**config.mk**
```make
export PLATFORM = sky130hd
export DESIGN_NAME = one_wire_bus_master
export DESIGN_NICKNAME = d
export VERILOG_FILES = /design/src/hdl/owbm_pkg.sv /design/src/hdl/one_wire_bus_master.sv /design/src/hdl/owbm_front.sv /design/src/hdl/owbm_back.sv
export SDC_FILE = /design/constraint.sdc
export NUM_CORES = 1
export LEC_CHECK = 0
export BUFFER_PORTS_ARGS = -buffer_cell sky130_fd_sc_hd__buf_4
export CAP_MARGIN = 10
export CELL_PAD_IN_SITES_DETAIL_PLACEMENT = 0
export CELL_PAD_IN_SITES_GLOBAL_PLACEMENT = 2
export CORE_ASPECT_RATIO = 2
export CORE_MARGIN = 4
export CORE_UTILIZATION = 41
export DETAILED_ROUTE_END_ITERATION = 10
export PLACE_DENSITY_LB_ADDON = 0.1
export SYNTH_ARGS = -nofsm -noshare
export SYNTH_HDL_FRONTEND = slang
export SYNTH_HIERARCHICAL = 1
export SYNTH_SLANG_ARGS = --single-unit
```
**constraint.sdc**
```tcl
create_clock -name clk -period 9.6 [get_ports clk]
set_input_delay 2.88 -clock clk [delete_from_list [all_inputs] [get_ports clk]]
set_output_delay 2.88 -clock clk [all_outputs]
set_load 0.05 [all_outputs]
```
**src/hdl/owbm_pkg.sv**
```systemverilog
package owbm_pkg;

    // Timer and presence settings
    localparam int TICK_WIDTH       = 16;
    localparam int PRESENCE_SAMPLES = 10;

    // Timing registers are 16 bits; lengths derived from them fit in 17 bits
    localparam int CFG_W  = 16;
    localparam int LEN_W  = CFG_W + 1;
    localparam int CMP_W  = (TICK_WIDTH + 1 > LEN_W) ? TICK_WIDTH + 1 : LEN_W;
    localparam int SC_W   = 4;
    localparam int IDX_W  = 2;

    // Request queue between front and back
    localparam int QUEUE_AW    = 1;
    localparam int QUEUE_DEPTH = 1 << QUEUE_AW;

    // Register indexes
    localparam logic [IDX_W-1:0] CFG_RESET_TICKS  = 2'd0;
    localparam logic [IDX_W-1:0] CFG_SLOT_TICKS   = 2'd1;
    localparam logic [IDX_W-1:0] CFG_SAMPLE_TICKS = 2'd2;
    localparam logic [IDX_W-1:0] CFG_INIT_TICKS   = 2'd3;

    // Register reset values
    localparam logic [CFG_W-1:0] RESET_TICKS_INIT  = 16'd1200;
    localparam logic [CFG_W-1:0] SLOT_TICKS_INIT   = 16'd200;
    localparam logic [CFG_W-1:0] SAMPLE_TICKS_INIT = 16'd10;
    localparam logic [CFG_W-1:0] INIT_TICKS_INIT   = 16'd25;

    typedef enum logic [1:0] {
        CMD_TICK  = 2'd0,
        CMD_RESET = 2'd1,
        CMD_WRITE = 2'd2,
        CMD_READ  = 2'd3
    } cmd_t;

    typedef enum logic [3:0] {
        PH_IDLE       = 4'd0,
        PH_RST_LOW    = 4'd1,
        PH_RST_GAP    = 4'd2,
        PH_RST_SAMPLE = 4'd3,
        PH_RST_TAIL   = 4'd4,
        PH_W_GAP      = 4'd5,
        PH_W_LOW      = 4'd6,
        PH_W_REL      = 4'd7,
        PH_W_TAIL     = 4'd8,
        PH_R_LOW      = 4'd9,
        PH_R_SAMPLE   = 4'd10,
        PH_R_REST     = 4'd11,
        PH_R_TAIL     = 4'd12
    } phase_t;

    // One classified tick request
    typedef struct packed {
        cmd_t       cmd;
        phase_t     first_phase;
        logic [7:0] first_byte;
        logic       line;
    } req_t;

endpackage

```
**src/hdl/one_wire_bus_master.sv**
```systemverilog
// Timed 1-Wire bus master. Every input request is one tick of the bus timer:
// it carries the sampled line level and, while the master is idle, may start
// a bus reset with presence detect, a byte write or a byte read (LSB first).
// Every request yields exactly one result holding the line drive for that
// tick plus busy, done, presence, read data and a rejected flag for commands
// that arrive while a sequence runs.
// Channels: in_valid/in_ready and out_valid/out_ready. Timing registers are
// written through cfg_write/cfg_index/cfg_data; the user must write them only
// while the master is idle, as the block itself does not enforce this.
// A request is first held in a queue slot; the sequencer then writes its
// result to the output register. One request per cycle while the receiver
// takes results; the two-entry request queue and the output register let the
// front keep accepting while a result waits.
// When the receiver stalls, the result holds, the sequencer stops, and the
// queue fills; in_ready drops once both queue entries are taken.
// Reset: sequencer idle, queue empty, no result pending, timing registers at
// 1200/200/10/25 ticks.
module one_wire_bus_master (
    input  logic                       clk,
    input  logic                       rst_n,
    input  logic                       cfg_write,
    input  logic [owbm_pkg::IDX_W-1:0] cfg_index,
    input  logic [owbm_pkg::CFG_W-1:0] cfg_data,
    input  logic                       in_valid,
    output logic                       in_ready,
    input  logic [1:0]                 command,
    input  logic [7:0]                 data_byte,
    input  logic                       line_level,
    output logic                       out_valid,
    input  logic                       out_ready,
    output logic                       drive_low,
    output logic                       busy_res,
    output logic                       done_res,
    output logic                       presence,
    output logic [7:0]                 read_data,
    output logic                       rejected
);
    import owbm_pkg::*;

    logic q_valid;
    logic q_pop;
    req_t q_req;

    // Front: classify requests and queue them
    owbm_front u_front (
        .clk        (clk),
        .rst_n      (rst_n),
        .in_valid   (in_valid),
        .in_ready   (in_ready),
        .command    (command),
        .data_byte  (data_byte),
        .line_level (line_level),
        .q_valid    (q_valid),
        .q_req      (q_req),
        .q_pop      (q_pop)
    );

    // Back: phase sequencer and output register
    owbm_back u_back (
        .clk        (clk),
        .rst_n      (rst_n),
        .cfg_write  (cfg_write),
        .cfg_index  (cfg_index),
        .cfg_data   (cfg_data),
        .q_valid    (q_valid),
        .q_req      (q_req),
        .q_pop      (q_pop),
        .out_valid  (out_valid),
        .out_ready  (out_ready),
        .drive_low  (drive_low),
        .busy_res   (busy_res),
        .done_res   (done_res),
        .presence   (presence),
        .read_data  (read_data),
        .rejected   (rejected)
    );

`ifndef ASSERT_OFF
    // The line is only pulled low inside a running sequence
    assert property (@(posedge clk) disable iff (!rst_n)
        out_valid && drive_low |-> busy_res)
        else $error("drive_low outside a sequence");

    // Done and rejected only while a sequence runs
    assert property (@(posedge clk) disable iff (!rst_n)
        out_valid && (done_res || rejected) |-> busy_res)
        else $error("done or rejected while idle");

    // Presence and read data are only reported on the finishing tick
    assert property (@(posedge clk) disable iff (!rst_n)
        out_valid && (presence || read_data != 8'd0) |-> done_res)
        else $error("status reported before sequence end");

    // A result cannot appear without a request taken before it
    assert property (@(posedge clk) disable iff (!rst_n)
        $rose(out_valid) |-> $past(u_front.q_valid))
        else $error("result without queued request");
`endif

endmodule

```
**src/hdl/owbm_front.sv**
```systemverilog
module owbm_front (
    input  logic          clk,
    input  logic          rst_n,
    input  logic          in_valid,
    output logic          in_ready,
    input  logic [1:0]    command,
    input  logic [7:0]    data_byte,
    input  logic          line_level,
    output logic          q_valid,
    output owbm_pkg::req_t q_req,
    input  logic          q_pop
);
    import owbm_pkg::*;

    req_t                req_in;
    req_t                mem [QUEUE_DEPTH];
    logic [QUEUE_AW-1:0] wr_ptr_reg, wr_ptr_next;
    logic [QUEUE_AW-1:0] rd_ptr_reg, rd_ptr_next;
    logic [QUEUE_AW:0]   count_reg, count_next;
    logic                push;

    // Classify the incoming request: start phase and preloaded shift byte
    always_comb
    begin
        req_in.cmd        = cmd_t'(command);
        req_in.line       = line_level;
        req_in.first_byte = 8'd0;
        case (cmd_t'(command))
            CMD_RESET: req_in.first_phase = PH_RST_LOW;
            CMD_WRITE:
            begin
                req_in.first_phase = PH_W_GAP;
                req_in.first_byte  = data_byte;
            end
            CMD_READ:  req_in.first_phase = PH_R_LOW;
            default:   req_in.first_phase = PH_IDLE;
        endcase
    end

    assign in_ready = (count_reg != (QUEUE_AW+1)'(QUEUE_DEPTH));
    assign push     = in_valid && in_ready;
    assign q_valid  = (count_reg != '0);
    assign q_req    = mem[rd_ptr_reg];

    // Queue pointers
    always_comb
    begin
        wr_ptr_next = push ? wr_ptr_reg + 1'b1 : wr_ptr_reg;
        rd_ptr_next = q_pop ? rd_ptr_reg + 1'b1 : rd_ptr_reg;
        count_next  = count_reg;
        if (push && !q_pop)
            count_next = count_reg + 1'b1;
        else if (!push && q_pop)
            count_next = count_reg - 1'b1;
    end

    always_ff @(posedge clk or negedge rst_n)
    begin
        if (!rst_n)
        begin
            wr_ptr_reg <= '0;
            rd_ptr_reg <= '0;
            count_reg  <= '0;
        end
        else
        begin
            wr_ptr_reg <= wr_ptr_next;
            rd_ptr_reg <= rd_ptr_next;
            count_reg  <= count_next;
        end
    end

    // Queue storage
    always_ff @(posedge clk)
    begin
        if (push)
            mem[wr_ptr_reg] <= req_in;
    end

endmodule

```
**src/hdl/owbm_back.sv**
```systemverilog
module owbm_back (
    input  logic                      clk,
    input  logic                      rst_n,
    input  logic                      cfg_write,
    input  logic [owbm_pkg::IDX_W-1:0] cfg_index,
    input  logic [owbm_pkg::CFG_W-1:0] cfg_data,
    input  logic                      q_valid,
    input  owbm_pkg::req_t            q_req,
    output logic                      q_pop,
    output logic                      out_valid,
    input  logic                      out_ready,
    output logic                      drive_low,
    output logic                      busy_res,
    output logic                      done_res,
    output logic                      presence,
    output logic [7:0]                read_data,
    output logic                      rejected
);
    import owbm_pkg::*;

    // Timing registers
    logic [CFG_W-1:0] reset_ticks_reg, slot_ticks_reg, sample_ticks_reg, init_ticks_reg;

    // Sequencer state
    phase_t                phase_reg, phase_next;
    logic [TICK_WIDTH-1:0] tick_reg, tick_next;
    logic [2:0]            bit_reg, bit_next;
    logic [7:0]            shift_reg, shift_next;
    logic [SC_W-1:0]       sc_reg, sc_next;
    logic                  found_reg, found_next;
    cmd_t                  oper_reg, oper_next;

    // Output register
    logic       out_valid_reg, out_valid_next;
    logic       drive_reg, busy_reg, done_reg, pres_reg, rej_reg;
    logic [7:0] rdata_reg;
    logic       drive_c, busy_c, done_c, pres_c, rej_c;
    logic [7:0] rdata_c;

    // Working values after a possible command start
    logic                  take, start;
    phase_t                cur_phase;
    logic [TICK_WIDTH-1:0] cur_tick;
    logic [2:0]            cur_bit;
    logic [7:0]            cur_shift;
    logic [SC_W-1:0]       cur_sc;
    logic                  cur_found;
    cmd_t                  cur_oper;

    // Phase length datapath
    logic [CFG_W-1:0] reset1, slot1, smp1, init1, wlow;
    logic [LEN_W-1:0] w_rel, r_sum, r_rest, len;
    logic [CMP_W-1:0] len_cap, tick_plus;
    logic [SC_W-1:0]  sc_plus;

    assign take  = q_valid && (!out_valid_reg || out_ready);
    assign q_pop = take;

    // Configuration writes
    always_ff @(posedge clk or negedge rst_n)
    begin
        if (!rst_n)
        begin
            reset_ticks_reg  <= RESET_TICKS_INIT;
            slot_ticks_reg   <= SLOT_TICKS_INIT;
            sample_ticks_reg <= SAMPLE_TICKS_INIT;
            init_ticks_reg   <= INIT_TICKS_INIT;
        end
        else if (cfg_write)
        begin
            case (cfg_index)
                CFG_RESET_TICKS:  reset_ticks_reg  <= cfg_data;
                CFG_SLOT_TICKS:   slot_ticks_reg   <= cfg_data;
                CFG_SAMPLE_TICKS: sample_ticks_reg <= cfg_data;
                CFG_INIT_TICKS:   init_ticks_reg   <= cfg_data;
                default: ;
            endcase
        end
    end

    // Command start and rejection
    always_comb
    begin
        start     = (phase_reg == PH_IDLE) && (q_req.cmd != CMD_TICK);
        rej_c     = (phase_reg != PH_IDLE) && (q_req.cmd != CMD_TICK);
        cur_phase = start ? q_req.first_phase : phase_reg;
        cur_tick  = start ? '0 : tick_reg;
        cur_bit   = start ? 3'd0 : bit_reg;
        cur_shift = start ? q_req.first_byte : shift_reg;
        cur_sc    = start ? '0 : sc_reg;
        cur_found = start ? 1'b0 : found_reg;
        cur_oper  = start ? q_req.cmd : oper_reg;
    end

    // Phase lengths; a zero register counts as one tick
    always_comb
    begin
        reset1 = (reset_ticks_reg == '0)  ? CFG_W'(1) : reset_ticks_reg;
        slot1  = (slot_ticks_reg == '0)   ? CFG_W'(1) : slot_ticks_reg;
        smp1   = (sample_ticks_reg == '0) ? CFG_W'(1) : sample_ticks_reg;
        init1  = (init_ticks_reg == '0)   ? CFG_W'(1) : init_ticks_reg;
        wlow   = cur_shift[cur_bit] ? init1 : slot1;
        w_rel  = (slot1 > wlow) ? LEN_W'(slot1 - wlow) : '0;
        r_sum  = LEN_W'(init1) + LEN_W'(smp1);
        r_rest = (LEN_W'(slot1) > r_sum) ? LEN_W'(slot1) - r_sum : '0;
        case (cur_phase)
            PH_RST_LOW:    len = LEN_W'(reset1);
            PH_RST_GAP:    len = LEN_W'(init1);
            PH_RST_SAMPLE: len = LEN_W'(smp1);
            PH_RST_TAIL:   len = LEN_W'(slot1);
            PH_W_GAP:      len = LEN_W'(init1);
            PH_W_LOW:      len = LEN_W'(wlow);
            PH_W_REL:      len = w_rel;
            PH_W_TAIL:     len = LEN_W'(init1);
            PH_R_LOW:      len = LEN_W'(init1);
            PH_R_SAMPLE:   len = LEN_W'(smp1);
            PH_R_REST:     len = r_rest;
            PH_R_TAIL:     len = LEN_W'(init1);
            default:       len = LEN_W'(1);
        endcase
        // Long phases saturate at the timer range
        len_cap = (CMP_W'(len) > (CMP_W'(1) << TICK_WIDTH)) ?
                  (CMP_W'(1) << TICK_WIDTH) : CMP_W'(len);
        tick_plus = CMP_W'(cur_tick) + CMP_W'(1);
        sc_plus   = cur_sc + 1'b1;
    end

    // Phase sequencer: next state and result of this tick
    always_comb
    begin
        phase_next = cur_phase;
        tick_next  = cur_tick;
        bit_next   = cur_bit;
        shift_next = cur_shift;
        sc_next    = cur_sc;
        found_next = cur_found;
        oper_next  = cur_oper;
        drive_c    = 1'b0;
        busy_c     = 1'b0;
        done_c     = 1'b0;
        pres_c     = 1'b0;
        rdata_c    = 8'd0;
        if (cur_phase != PH_IDLE)
        begin
            busy_c  = 1'b1;
            drive_c = (cur_phase == PH_RST_LOW) || (cur_phase == PH_W_LOW) ||
                      (cur_phase == PH_R_LOW);
            if (tick_plus >= len_cap)
            begin
                tick_next = '0;
                case (cur_phase)
                    PH_RST_LOW:  phase_next = PH_RST_GAP;
                    PH_RST_GAP:  phase_next = PH_RST_SAMPLE;
                    PH_RST_SAMPLE:
                    begin
                        if (!q_req.line)
                            found_next = 1'b1;
                        sc_next    = sc_plus;
                        phase_next = (sc_plus >= SC_W'(PRESENCE_SAMPLES)) ?
                                     PH_RST_TAIL : PH_RST_SAMPLE;
                    end
                    PH_RST_TAIL: phase_next = PH_IDLE;
                    PH_W_GAP:    phase_next = PH_W_LOW;
                    PH_W_LOW:    phase_next = (w_rel != '0) ? PH_W_REL : PH_W_TAIL;
                    PH_W_REL:    phase_next = PH_W_TAIL;
                    PH_R_LOW:    phase_next = PH_R_SAMPLE;
                    PH_R_SAMPLE:
                    begin
                        shift_next[cur_bit] = cur_shift[cur_bit] | q_req.line;
                        phase_next = (r_rest != '0) ? PH_R_REST : PH_R_TAIL;
                    end
                    PH_R_REST:   phase_next = PH_R_TAIL;
                    PH_W_TAIL, PH_R_TAIL:
                    begin
                        if (cur_bit == 3'd7)
                            phase_next = PH_IDLE;
                        else
                        begin
                            bit_next   = cur_bit + 3'd1;
                            phase_next = (cur_phase == PH_W_TAIL) ? PH_W_GAP : PH_R_LOW;
                        end
                    end
                    default:     phase_next = PH_IDLE;
                endcase
                if (phase_next == PH_IDLE)
                begin
                    done_c = 1'b1;
                    if (cur_oper == CMD_RESET)
                        pres_c = found_next;
                    if (cur_oper == CMD_READ)
                        rdata_c = shift_next;
                end
            end
            else
            begin
                tick_next = tick_plus[TICK_WIDTH-1:0];
            end
        end
    end

    // Sequencer state advances once per taken request
    always_ff @(posedge clk or negedge rst_n)
    begin
        if (!rst_n)
        begin
            phase_reg <= PH_IDLE;
            tick_reg  <= '0;
            bit_reg   <= '0;
            shift_reg <= '0;
            sc_reg    <= '0;
            found_reg <= 1'b0;
            oper_reg  <= CMD_TICK;
        end
        else if (take)
        begin
            phase_reg <= phase_next;
            tick_reg  <= tick_next;
            bit_reg   <= bit_next;
            shift_reg <= shift_next;
            sc_reg    <= sc_next;
            found_reg <= found_next;
            oper_reg  <= oper_next;
        end
    end

    // Output register
    always_comb
    begin
        out_valid_next = out_valid_reg;
        if (take)
            out_valid_next = 1'b1;
        else if (out_ready)
            out_valid_next = 1'b0;
    end

    always_ff @(posedge clk or negedge rst_n)
    begin
        if (!rst_n)
            out_valid_reg <= 1'b0;
        else
            out_valid_reg <= out_valid_next;
    end

    always_ff @(posedge clk)
    begin
        if (take)
        begin
            drive_reg <= drive_c;
            busy_reg  <= busy_c;
            done_reg  <= done_c;
            pres_reg  <= pres_c;
            rdata_reg <= rdata_c;
            rej_reg   <= rej_c;
        end
    end

    assign out_valid = out_valid_reg;
    assign drive_low = drive_reg;
    assign busy_res  = busy_reg;
    assign done_res  = done_reg;
    assign presence  = pres_reg;
    assign read_data = rdata_reg;
    assign rejected  = rej_reg;

endmodule

```
* Yosys cells after proc, flatten, opt, wreduce, memory -nomap -nowiden
Memory sizes are Yosys's and may differ from the RTL's.
Index checks and enable logic that the tools add are counted.
** Cells by class
- Add/subtract/negate cells :: 10
- Magnitude comparators :: 7
- Equality and inequality tests :: 22
- Multiplexer cells :: 57
- Bitwise logic cells :: 1
- Reduce and logical (&&, ||, !) cells :: 38
** Operators with widths (count)
- 16-bit 2-to-1 mux :: 8
- 17-bit one-hot mux with 7 select lines :: 1
- 16-bit logical NOT :: 4
- 17-bit 2-to-1 mux :: 3
- 4-bit 2-to-1 mux :: 12
- 8-bit 2-to-1 mux :: 5
- 4-bit one-hot mux with 10 select lines :: 1
- 17-bit nonzero test :: 2
- 3-bit 2-to-1 mux :: 7
- 4-bit equality test (second input constant) :: 5
- 16-bit by 1-bit adder with 17-bit output (second input constant) :: 1
- 16-bit by 16-bit adder with 17-bit output :: 1
- 17-bit >= comparator :: 1
- 16-bit by 17-bit > comparator with 1-bit output :: 1
- 17-bit > comparator (second input constant) :: 1
- 16-bit by 16-bit subtractor with 17-bit output :: 1
- 16-bit by 17-bit subtractor with 17-bit output :: 1
- 4-bit by 3-bit equality test with 1-bit output (second input constant) :: 4
- 16-bit > comparator :: 1
- 1-bit 2-to-1 mux :: 13
- 4-bit one-hot mux with 3 select lines :: 1
- 2-bit equality test (second input constant) :: 5
- 2-bit AND reduction :: 5
- 8-bit bitwise mux :: 1
- other kinds (27) :: 50
** Storage, ports and cells
- Register bits :: 120
- Memory bits (writable) :: 30
- Input port bits :: 34
- Output and inout port bits :: 15
- Word-level logic and storage cells :: 157
- Memories kept :: 1
** Memories
- u_front.mem :: words 2, width 15, read ports 1, clocked after memory_dff 0, wr ports 1, line owbm_front.sv:16 : req_t mem [QUEUE_DEPTH];

* Depth between registers and ports, before layout
Gate-level depths: netlist of run 1.
An unclocked memory read counts as a cell.
- Depth after elaboration :: 17
- Depth in mapped cells :: 39
- Gate-level depth less buffers :: 34

* By module
Netlist of run 1, hierarchy kept.
** Modules (own cells, without submodules)
- owbm_back :: times used 1, cells an instance 1089, area an instance 9889.5 um^2, sequential area each 2982.9 um^2
- owbm_front :: times used 1, cells an instance 76, area an instance 1341.3 um^2, sequential area each 940.9 um^2

* Worst setup path after synthesis of run 1
OpenSTA, ideal clock, no wires.
- Path kind :: register to register
- Start point :: register u_back.sample_ticks_reg[6]
- End point :: register u_back.phase_reg[0]
- Setup time :: 138 ps
- Arrival time :: 6518 ps
- Required time :: 9462 ps
- Setup slack :: 2944 ps
- Stages on the path, launching flop included :: 38
- Buffers on the path :: 4
- Clock period less this slack :: 6656 ps
- Path through :: dfrtp_1 -> clkbuf_2 -> nor4_1 -> a41o_1 -> ha_1 -> inv_1 -> fa_1 -> nor2b_1 -> o31ai_1 -> a21oi_1 -> o211ai_1 -> a21o_1 -> nand2_1 -> a21o_1 -> a21oi_1 -> xor2_1 -> ha_1 -> clkbuf_1 -> [2 not listed] -> nor3_1 -> o211a_1 -> and3_1 -> buf_4 -> a32o_2 -> inv_2 -> o31ai_2 -> ha_1 -> nor2b_1 -> o21a_1 -> o21ai_0 -> a2111oi_0 -> o221ai_1 -> a21oi_1 -> buf_2 -> a21boi_0 -> nor4bb_1 -> a22oi_1
** On the way
- Cells in the longest elaborated chain, start to end :: 12
- Elaborated cells on any way between the ends :: 17
- Classes of those cells :: 2 x add/sub; 3 x order compare; 10 x mux; 2 x reduce/logical
** RTL lines
- start, declared :: line owbm_back.sv:22 : logic [CFG_W-1:0] reset_ticks_reg, slot_ticks_reg, sample_ticks_reg, init_ticks_reg;
- start signal, assigned :: line owbm_back.sv:74 : CFG_SAMPLE_TICKS: sample_ticks_reg <= cfg_data;
- 16-bit logical NOT :: line owbm_back.sv:100 : smp1 = (sample_ticks_reg == '0) ? CFG_W'(1) : sample_ticks_reg;
- 16-bit 2-to-1 mux (*) :: line owbm_back.sv:100
- parallel branches: the longest is 8 deep, another holds 16-bit by 16-bit adder with 17-bit output
- 4-bit 2-to-1 mux (*) :: line owbm_back.sv:148 : if (tick_plus >= len_cap)
- 4-bit 2-to-1 mux (*) :: line owbm_back.sv:143 : if (cur_phase != PH_IDLE)
- end signal, assigned :: line owbm_back.sv:216 : phase_reg <= phase_next;
- end, declared :: line owbm_back.sv:25 : phase_t phase_reg, phase_next;
Every way passes the cells marked *. The select of a mux whose other input is x is not followed.
A chain may end at the register's enable or synchronous reset.

* Worst setup path after layout of run 1
- Start point :: register u_back.init_ticks_reg[2]
- End point :: register u_back.shift_reg[2]
** On the way
- Cells in the longest elaborated chain, start to end :: 11
- Elaborated cells on any way between the ends :: 16
- Classes of those cells :: 3 x add/sub; 4 x order compare; 8 x mux; 1 x reduce/logical
** RTL lines
- start, declared :: line owbm_back.sv:22
- start signal, assigned :: line owbm_back.sv:75 : CFG_INIT_TICKS: init_ticks_reg <= cfg_data;
- 16-bit logical NOT :: line owbm_back.sv:101 : init1 = (init_ticks_reg == '0) ? CFG_W'(1) : init_ticks_reg;
- 16-bit 2-to-1 mux (*) :: line owbm_back.sv:101
- 16-bit by 16-bit adder with 17-bit output or 16-bit 2-to-1 mux (tied branches) :: line owbm_back.sv:104, owbm_back.sv:102
- 16-bit by 17-bit subtractor with 17-bit output (tied with other cells) :: line owbm_back.sv:105 : r_rest = (LEN_W'(slot1) > r_sum) ? LEN_W'(slot1) - r_sum : '0;
- 17-bit 2-to-1 mux, on equally long branches :: line owbm_back.sv:105, owbm_back.sv:103
- 17-bit one-hot mux with 7 select lines (*) :: line owbm_back.sv:106 : case (cur_phase)
- 17-bit > comparator :: line owbm_back.sv:122 : len_cap = (CMP_W'(len) > (CMP_W'(1) << TICK_WIDTH)) ?
- 17-bit 2-to-1 mux (*) :: line owbm_back.sv:122
- 17-bit >= comparator (*) :: line owbm_back.sv:148
- 8-bit 2-to-1 mux (*) :: line owbm_back.sv:148
- 8-bit 2-to-1 mux (*) :: line owbm_back.sv:143
- end signal, assigned :: line owbm_back.sv:219 : shift_reg <= shift_next;
- end, declared :: line owbm_back.sv:28 : logic [7:0] shift_reg, shift_next;
Every way passes the cells marked *; elsewhere a longest branch is shown, timed or not.

==> impl_results.rst, run 1 <==
.. list-table::
   :header-rows: 1

   * - Metric
     - Value
   * - Part of the total power dissipated in the clock network
     - between 10% and 20%
   * - Count of yosys warnings during synthesis
     - 6
   * - Worst stage delay on the critical path
     - 0.74 ns
   * - Met3 wire length
     - 881 um
   * - DRC violations left
     - 0
   * - Skew-Pair Late Insertion Delay
     - 0.45 ns
   * - Critical-path maximum fanout
     - 17
   * - Number of placed I/O pins
     - 49
   * - Seq cells post-synth
     - ~150
   * - Count of routing violations after the opening detailed-route iteration
     - 582
   * - Async SR Flop Fraction
     - 72.3%
   * - Die span in y
     - around 240 um
   * - Antenna Nets Post-Route
     - 0
   * - TritonCTS clock tree
     - yes
   * - Most used flip-flop cell after synthesis
     - sky130_fd_sc_hd__dfrtp_1
   * - Post-detailed-route wirelength per cell
     - 25.8 um
   * - Total negative slack for setup checks
     - 0 ns
   * - Cell Pwr Density
     - between 400 and 500 mW/mm^2
   * - Slew at the pin closest to its max-slew limit
     - approximately 1.0 ns
   * - Leakage power figure
     - 5.01 nW
   * - Net switching power
     - 2.62 mW
   * - Global-route total usage across every layer
     - between 20% and 30%
   * - Top library cells by usage in the layout, fill and taps aside
     - sky130_fd_sc_hd__dfrtp_1 (95), sky130_fd_sc_hd__nand2_1 (92), sky130_fd_sc_hd__nor2_1 (88)
   * - Average instance area after synthesis
     - 9.64 um^2
   * - Initial antenna violation count
     - 0
   * - Max transition margin
     - 32.9%
   * - Largest reg by FF count
     - u_front/mem
   * - Root buffer selected by CTS
     - sky130_fd_sc_hd__clkbuf_16
   * - Maximum level of the CTS H-tree
     - 4
   * - Detailed-routing iteration count for the pre-antenna-repair pass
     - 5
   * - Placement Rows
     - 85
   * - Signal arrival time at the worst endpoint
     - approximately 9.4 ns
   * - Cell internal pwr
     - between 2 and 2.5 mW
   * - Clk buf depth
     - 2
   * - Area of the core
     - about 0.027 mm^2
   * - Number of antenna cells inserted
     - 0
   * - Post-route clock period utilization
     - 94.1%
   * - Post-detail-place hpwl
     - about 31 mm
   * - Req. time, crit path
     - 9.96 ns
   * - Count of mapped cells out of synthesis
     - 1165
   * - Vias in the first global route
     - 9605
   * - Number of nets in the finished design
     - 1265
   * - Maximum number of pins on one net before global-route repair
     - between 60 and 70
   * - Outcome
     - finished, final reports clean
   * - Switching part of the total
     - a little over half
   * - Number of sinks handled by clock tree synthesis
     - 148
   * - Number of nets in the synthesized netlist
     - 1271
   * - Final Hold Vio Count
     - 0
   * - Synthesized area
     - 0.0112 mm^2
   * - Instance count after placement with tap cells included
     - 1488
   * - Count of buffers added by post-CTS timing repair for setup
     - 0
   * - Share of layout cells above drive strength 1
     - approximately a fifth
   * - Final global-route overflow total
     - 0
   * - Final critical-path required period
     - between 9 and 10 ns
   * - Maximum clock frequency
     - around 110 MHz
   * - Critical Path Slowest Stage Cell
     - sky130_fd_sc_hd__o41ai_1
   * - Top routing layer in use
     - met4
   * - Number of distinct library cell variants in the gate-level netlist after synthesis
     - approximately 110
   * - Layout-stage area growth over the synthesis result
     - 9.29%
   * - Number of flip-flops under the largest register name
     - 28
   * - Reg-to-reg setup timing slack
     - 0.57 ns
   * - Part of the total power dissipated in sequential elements
     - between 20% and 30%
   * - Fin. max-slew vios
     - 0
   * - Via density
     - between 6 and 7
   * - Area of the die
     - 0.0303 mm^2
   * - Relative contribution of combinational cells to total power
     - 66.8%
   * - Worst supply voltage drop on vdd
     - 0.180 mV
   * - Area occupied by multi-input gates
     - about 0.0067 mm^2
   * - Kind of launch point of the worst setup path
     - flip-flop
   * - Register Area
     - 0.00392 mm^2
   * - Most common cell after layout, fill and taps aside
     - sky130_fd_sc_hd__dfrtp_1
   * - Number of gates given a new drive strength after cts
     - 0
   * - Post-route insts no fill
     - 1520
   * - Proportion of synthesized chip area in sequential cells
     - 34.9%
   * - Total number of vias
     - 9226
   * - Count of final setup violators
     - 0
   * - Clock skew
     - 0.0160 ns
   * - Worst Setup Path Type
     - reg -> reg
   * - Routed wire length on met2
     - 22.2 mm
   * - CTS buffer count
     - 17
   * - Max-cap viol count
     - 0
   * - Unrepaired setup endpoints after global routing
     - no
   * - Number of buffer cells added on primary ports
     - 48
   * - Final routed wirelength across all metal layers
     - 39.2 mm
   * - Starting utilization of the core area
     - approximately 42%
   * - Post-Route M1 WL
     - 13.0 mm
   * - Cts hold-fix bufs
     - 0
   * - Horiz. Die Dim
     - 125 um
   * - Wire length of the first global-routing pass
     - just under 60 mm
   * - Hold Path Class
     - reg -> reg
   * - Clock transition at the registers of the reported paths
     - 0.07 ns
   * - Category of the worst setup path capture point
     - flip-flop
   * - Global placement routability congestion
     - 0.938
   * - Filler instances
     - between 2000 and 3000
   * - Number of flops mapped to enable cells by yosys
     - 41
-- final cells by class --
class,instances,share of cell area [%]
Multi-Input combinational cell,897,54.9
Clock buffer,17,3.47
Inverter,33,1.01
Timing Repair Buffer,62,3.79
Sequential cell,148,32.0
Tap cell,348,3.55
Clock inverter,15,1.27
-- synthesized netlist by cell type (6+ instances only) --
library cell | n | area [um^2]
sky130_fd_sc_hd__dfrtp_1 | 95 | 2380
sky130_fd_sc_hd__nand2_1 | 92 | 345
sky130_fd_sc_hd__nor2_1 | 88 | 330
sky130_fd_sc_hd__mux2_2 | 74 | 833
sky130_fd_sc_hd__ha_1 | 69 | 863
sky130_fd_sc_hd__a21oi_1 | 60 | 300
sky130_fd_sc_hd__clkbuf_1 | 57 | 214
sky130_fd_sc_hd__o21ai_0 | 46 | 230
sky130_fd_sc_hd__edfxtp_1 | 41 | 1230
sky130_fd_sc_hd__nand3_1 | 33 | 165
sky130_fd_sc_hd__inv_1 | 30 | 113
sky130_fd_sc_hd__xor2_1 | 30 | 263
sky130_fd_sc_hd__a22o_1 | 22 | 193
sky130_fd_sc_hd__mux2i_1 | 22 | 220
sky130_fd_sc_hd__xnor2_1 | 20 | 175
sky130_fd_sc_hd__nor3_1 | 19 | 95.1
sky130_fd_sc_hd__and2_1 | 18 | 113
sky130_fd_sc_hd__nor4_1 | 18 | 113
sky130_fd_sc_hd__nand4_1 | 16 | 100
sky130_fd_sc_hd__o21a_1 | 16 | 120
sky130_fd_sc_hd__nor2b_1 | 15 | 93.8
sky130_fd_sc_hd__buf_2 | 14 | 70.1
sky130_fd_sc_hd__a21o_1 | 13 | 97.6
sky130_fd_sc_hd__nand2b_1 | 13 | 81.3
sky130_fd_sc_hd__dfstp_2 | 12 | 315
sky130_fd_sc_hd__a211oi_1 | 11 | 82.6
sky130_fd_sc_hd__and3_1 | 9 | 56.3
sky130_fd_sc_hd__buf_6 | 9 | 101
sky130_fd_sc_hd__mux2_4 | 9 | 135
sky130_fd_sc_hd__a2bb2oi_1 | 8 | 70.1
sky130_fd_sc_hd__a221oi_1 | 7 | 61.3
sky130_fd_sc_hd__a22oi_1 | 7 | 52.6
sky130_fd_sc_hd__a41o_1 | 7 | 70.1
sky130_fd_sc_hd__o211ai_1 | 7 | 52.6
sky130_fd_sc_hd__o22ai_1 | 7 | 43.8
sky130_fd_sc_hd__or3_1 | 7 | 43.8
sky130_fd_sc_hd__o31ai_1 | 6 | 45.0
-- power by group through the flow --
stage | clock, mW | sequential (mW) | combinational (mW)
floorplan | 0 | 0.987 | 2.37
global placement | 0 | 1.01 | 3.33
detailed placement | 0 | 1.01 | 3.31
CTS | 0.681 | 1.00 | 3.33
global route | 0.710 | 1.01 | 3.61
finish | 0.665 | 1.00 | 3.35
-- per-stage QoR --
step	hold WS (ns)	cell area (um^2)	setup WS [ns]	util [%]	total power, mW
global route	0.517	12300	0.0751	45.4	5.33
floorplan	0.456	11200	2.94	-	3.35
CTS	0.493	12300	0.695	45.4	5.01
detailed placement	0.483	11700	0.739	43.3	4.33
global placement	0.473	11700	0.714	43.3	4.34
finish	0.495	12300	0.570	45.4	5.02
-- critical path, delay by kind of cell, from the launching register on --
| family | cells | cell delay (ns) |
|---|---|---|
| XOR/XNOR | 1 | 0.18 |
| AND/OR/NAND/NOR | 8 | 1.90 |
| buffers and inverters | 2 | 0.17 |
| flip-flops | 1 | 0.50 |
| AO/OA/AOI/OAI | 18 | 4.71 |
| adder cells (fa/ha/maj) | 4 | 1.46 |
-- logic make-up after synthesis --
group	count (synthesis)	synth area share, %
AO/OA/AOI/OAI	301	20.0
XOR/XNOR	50	3.90
adder cells (fa/ha/maj)	72	8.22
buffers and inverters	120	5.06
flip-flops	148	34.9
multiplexers	108	11.1
other	1	0.0334
AND/OR/NAND/NOR	365	16.7
-- layer usage --
metal | up-vias | GRT usage [%]
met5 | - | 0
met4 | 0 | 17.8
li1 | 4323 | -
met3 | 114 | 2.87
met2 | 243 | 50.2
met1 | 4546 | 24.0
-- worst paths after layout --
path | start | end | cells past startpoint
max | u_back/init_ticks_reg[2] | u_back/shift_reg[2] | 33
min | u_front/count_reg[1] | u_front/count_reg[1] | 1
max reg2reg | u_back/init_ticks_reg[2] | u_back/shift_reg[2] | 33
min reg2reg | u_front/count_reg[1] | u_front/count_reg[1] | 1
max in group asynchronous | rst_n | u_back/init_ticks_reg[5] | 2
min in group asynchronous | rst_n | u_front/rd_ptr_reg | 1
Note: power is estimated with default switching activity, not from simulation.
==> run 2, diff against run 1 <==
- ABC_AREA: unset -> 1
- CORE_UTILIZATION: 41 -> 37
- MAX_ROUTING_LAYER: unset -> met4
- SKIP_LAST_GASP: unset -> 1
==> impl_results.rst, run 2 <==
.. list-table::
   :header-rows: 1

   * - Metric
     - Value
   * - Top routing layer in use
     - met4
   * - Pre-CTS setup slack
     - 1.66 ns
   * - Met3 wire length
     - 988 um
   * - Main area contributors after synthesis
     - sky130_fd_sc_hd__dfrtp_1 (20%), sky130_fd_sc_hd__nand2_1 (14%), sky130_fd_sc_hd__edfxtp_1 (10%), sky130_fd_sc_hd__ha_1 (7.2%), sky130_fd_sc_hd__inv_1 (7.1%)
   * - Terminus of the critical flop-to-flop path
     - u_back/read_data[5]
   * - List of most frequent post-synthesis cells
     - sky130_fd_sc_hd__nand2_1 (452), sky130_fd_sc_hd__inv_1 (227), sky130_fd_sc_hd__nor2_1 (115), sky130_fd_sc_hd__o21ai_0 (107), sky130_fd_sc_hd__dfrtp_1 (95)
   * - Number of nets in the synthesized netlist
     - 1810
   * - Global-route total usage across every layer
     - 27.1%
   * - Post-route insts no fill
     - 2130
   * - CTS buffer count
     - 17
   * - Area share of the leading cell type in the synthesized netlist
     - about 20%
   * - Depth of the worst register-to-register path
     - 36
   * - Routed wire length on met2
     - 26.3 mm
   * - Number of buffer cells added on primary ports
     - 48
   * - Root buffer selected by CTS
     - sky130_fd_sc_hd__clkbuf_16
   * - Slew at the pin closest to its max-slew limit
     - between 1 and 1.5 ns
   * - Fin. max-slew vios
     - 0
   * - Detailed-routing iteration count for the pre-antenna-repair pass
     - 5
   * - Share of layout cells above drive strength 1
     - 12.8%
   * - Max-cap viol count
     - 0
   * - Die span in y
     - 262 um
   * - Maximum number of pins on one net before global-route repair
     - 59
   * - Hold Path Class
     - reg -> reg
   * - Starting utilization of the core area
     - about 38%
   * - Post-detail-place hpwl
     - between 30 and 40 mm
   * - Post-detailed-route wirelength per cell
     - 21.8 um
   * - Unrepaired setup endpoints after global routing
     - no
   * - Count of final setup violators
     - 0
   * - Final Hold Vio Count
     - 0
   * - Proportion of synthesized chip area in sequential cells
     - 32.8%
   * - Clock skew
     - 0.0153 ns
   * - Instance count after placement with tap cells included
     - 2097
   * - Number of flops mapped to enable cells by yosys
     - just over 40
   * - Top library cells by usage in the layout, fill and taps aside
     - sky130_fd_sc_hd__nand2_1 (452), sky130_fd_sc_hd__inv_1 (226), sky130_fd_sc_hd__nor2_1 (115)
   * - Hold EP
     - u_back/tick_reg[0]
   * - Max transition margin
     - 20.5%
   * - Worst Setup Path Type
     - reg -> reg
   * - TritonCTS clock tree
     - yes
   * - Skew-Pair Late Insertion Delay
     - 0.45 ns
   * - Placement Rows
     - 92
   * - Area of the core
     - 0.0318 mm^2
   * - RR Startpoint
     - u_front/rd_ptr_reg
   * - Final global-route overflow total
     - 0
   * - Core occupancy in the finished layout
     - 41.3%
   * - Antenna Nets Post-Route
     - 0
   * - Worst hold start
     - u_back/tick_reg[0]
   * - Count of cells along the worst hold path
     - 2
   * - Most common cell in the synthesized netlist
     - sky130_fd_sc_hd__nand2_1
   * - Count of routing violations after the opening detailed-route iteration
     - 577
   * - Maximum level of the CTS H-tree
     - 4
   * - Final routed wirelength across all metal layers
     - 46.4 mm
   * - Cts hold-fix bufs
     - 0
   * - Post-Route M1 WL
     - roughly 15 mm
   * - Average instance area after synthesis
     - between 7 and 8 um^2
   * - Largest reg by FF count
     - u_front/mem
   * - Critical-path maximum fanout
     - 35
   * - Async SR Flop Fraction
     - 72.3%
   * - Clock transition at the registers of the reported paths
     - around 0.07 ns
   * - Kind of launch point of the worst setup path
     - flip-flop
   * - Number of nets in the finished design
     - 1800
   * - Category of the worst setup path capture point
     - flip-flop
   * - Global placement routability congestion
     - between 0.9 and 1
   * - Area occupied by multi-input gates
     - 0.00669 mm^2
   * - Number of distinct library cell variants in the gate-level netlist after synthesis
     - around 60
   * - Filler instances
     - 3455
   * - Clk buf depth
     - 2
   * - Signal arrival time at the worst endpoint
     - 8.28 ns
   * - Launch point of the worst path
     - u_front/rd_ptr_reg
   * - Number of sinks handled by clock tree synthesis
     - 148
   * - Via density
     - 5.22
   * - Number of placed I/O pins
     - slightly below 50
   * - Worst stage delay on the critical path
     - 0.82 ns
   * - Req. time, crit path
     - slightly below 10 ns
   * - Post-route clock period utilization
     - 83.2%
   * - Maximum clock frequency
     - 125 MHz
   * - Count of yosys warnings during synthesis
     - 6
   * - Area of the die
     - about 0.035 mm^2
   * - Most used flip-flop cell after synthesis
     - sky130_fd_sc_hd__dfrtp_1
   * - Count of mapped cells out of synthesis
     - roughly 1700
   * - Outcome
     - finished, final reports clean
   * - DRC violations left
     - 0
   * - Total number of vias
     - 11100
   * - Setup slack after layout
     - 1.61 ns
   * - Number of gates given a new drive strength after cts
     - 0
   * - Synthesized area
     - about 0.012 mm^2
   * - Most common cell after layout, fill and taps aside
     - sky130_fd_sc_hd__nand2_1
   * - Cell accounting for the most synthesized area
     - sky130_fd_sc_hd__dfrtp_1
   * - Seq cells post-synth
     - 148
   * - Total negative slack for setup checks
     - 0 ns
   * - Layout-stage area growth over the synthesis result
     - 9.48%
   * - Number of antenna cells inserted
     - 0
   * - Number of flip-flops under the largest register name
     - 28
   * - Vias in the first global route
     - around 11000
   * - Final critical-path required period
     - 7.99 ns
   * - Register Area
     - 0.00392 mm^2
   * - Count of buffers added by post-CTS timing repair for setup
     - 0
   * - Horiz. Die Dim
     - 135 um
   * - Critical Path Slowest Stage Cell
     - sky130_fd_sc_hd__dfrtp_1
   * - Reg-to-reg setup timing slack
     - approximately 1.6 ns
   * - Wire length of the first global-routing pass
     - 69.3 mm
   * - Initial antenna violation count
     - 0
==> run 2: cell types whose count changed in the layout (fill, tap and decap cells not counted), sizes merged, moves of 14 or more <==
cell / previous run / this run
a22o: 22 / 1
a31oi: 4 / 18
inv: 42 / 263
mux2: 83 / 14
mux2i: 23 / 0
nand2: 94 / 478
nand3: 34 / 91
nand4: 16 / 41
nor2: 92 / 140
nor2b: 15 / 0
o21a: 16 / 2
o21ai: 52 / 138
==> run 2: how the worst max path moves through the flow <==
stage	to	slack, ns	depth (start not counted)
after floorplan	u_back/read_data[0]	3.83	38
after global placement	u_back/read_data[7]	1.67	36
after detailed placement	u_back/read_data[7]	1.66	36
after CTS	u_back/read_data[5]	1.60	36
after global routing	u_back/read_data[5]	0.85	38
final	u_back/read_data[5]	1.61	36
==> run 2: cell families (layout without fill, tap and decap cells) <==
logic type / after synthesis / after routing / synth area share, %
simple gates: 804 / 804 / 29.8
buf+inv: 341 / 344 / 11.3
compound gates: 282 / 282 / 13.7
flops: 148 / 148 / 32.8
fa+ha+maj: 72 / 72 / 7.71
xor+xnor: 42 / 42 / 3.07
mux: 14 / 14 / 1.60
other cells: 1 / 1 / 0.0313
==> run 2: layout make-up <==
type | instances | area share, %
Clock inverter | 10 | 0.640
Sequential cell | 148 | 29.9
Inverter | 256 | 7.34
Tap cell | 423 | 4.04
Timing Repair Buffer | 56 | 3.21
Multi-Input combinational cell | 1215 | 51.1
Clock buffer | 22 | 3.78
==> run 2: critical path, delay by kind of cell (launching register included) <==
kind	cells	cell delay (ns)
buf+inv	9	1.16
mux	1	0.30
flops	1	0.82
compound gates	8	1.88
fa+ha+maj	2	0.73
simple gates	16	2.93
==> run 2: layer usage <==
| layer | GRT usage [%] | vias up |
|---|---|---|
| met5 | - | - |
| met1 | 23.8 | 5179 |
| met4 | 19.8 | 0 |
| met3 | 2.95 | 143 |
| met2 | 51.4 | 255 |
| li1 | - | 5533 |
==> run 2: through the flow <==
step / hold slack (ns) / cell area [um^2]
after floorplan: 0.449 / 12000
after global placement: 0.463 / 12500
after detailed placement: 0.465 / 12500
after CTS: 0.483 / 13100
after global routing: 0.505 / 13100
final: 0.482 / 13100
Power of run 2 is not shown: default switching activity piles up to over one toggle a cycle in this logic, so the estimate is an artifact.
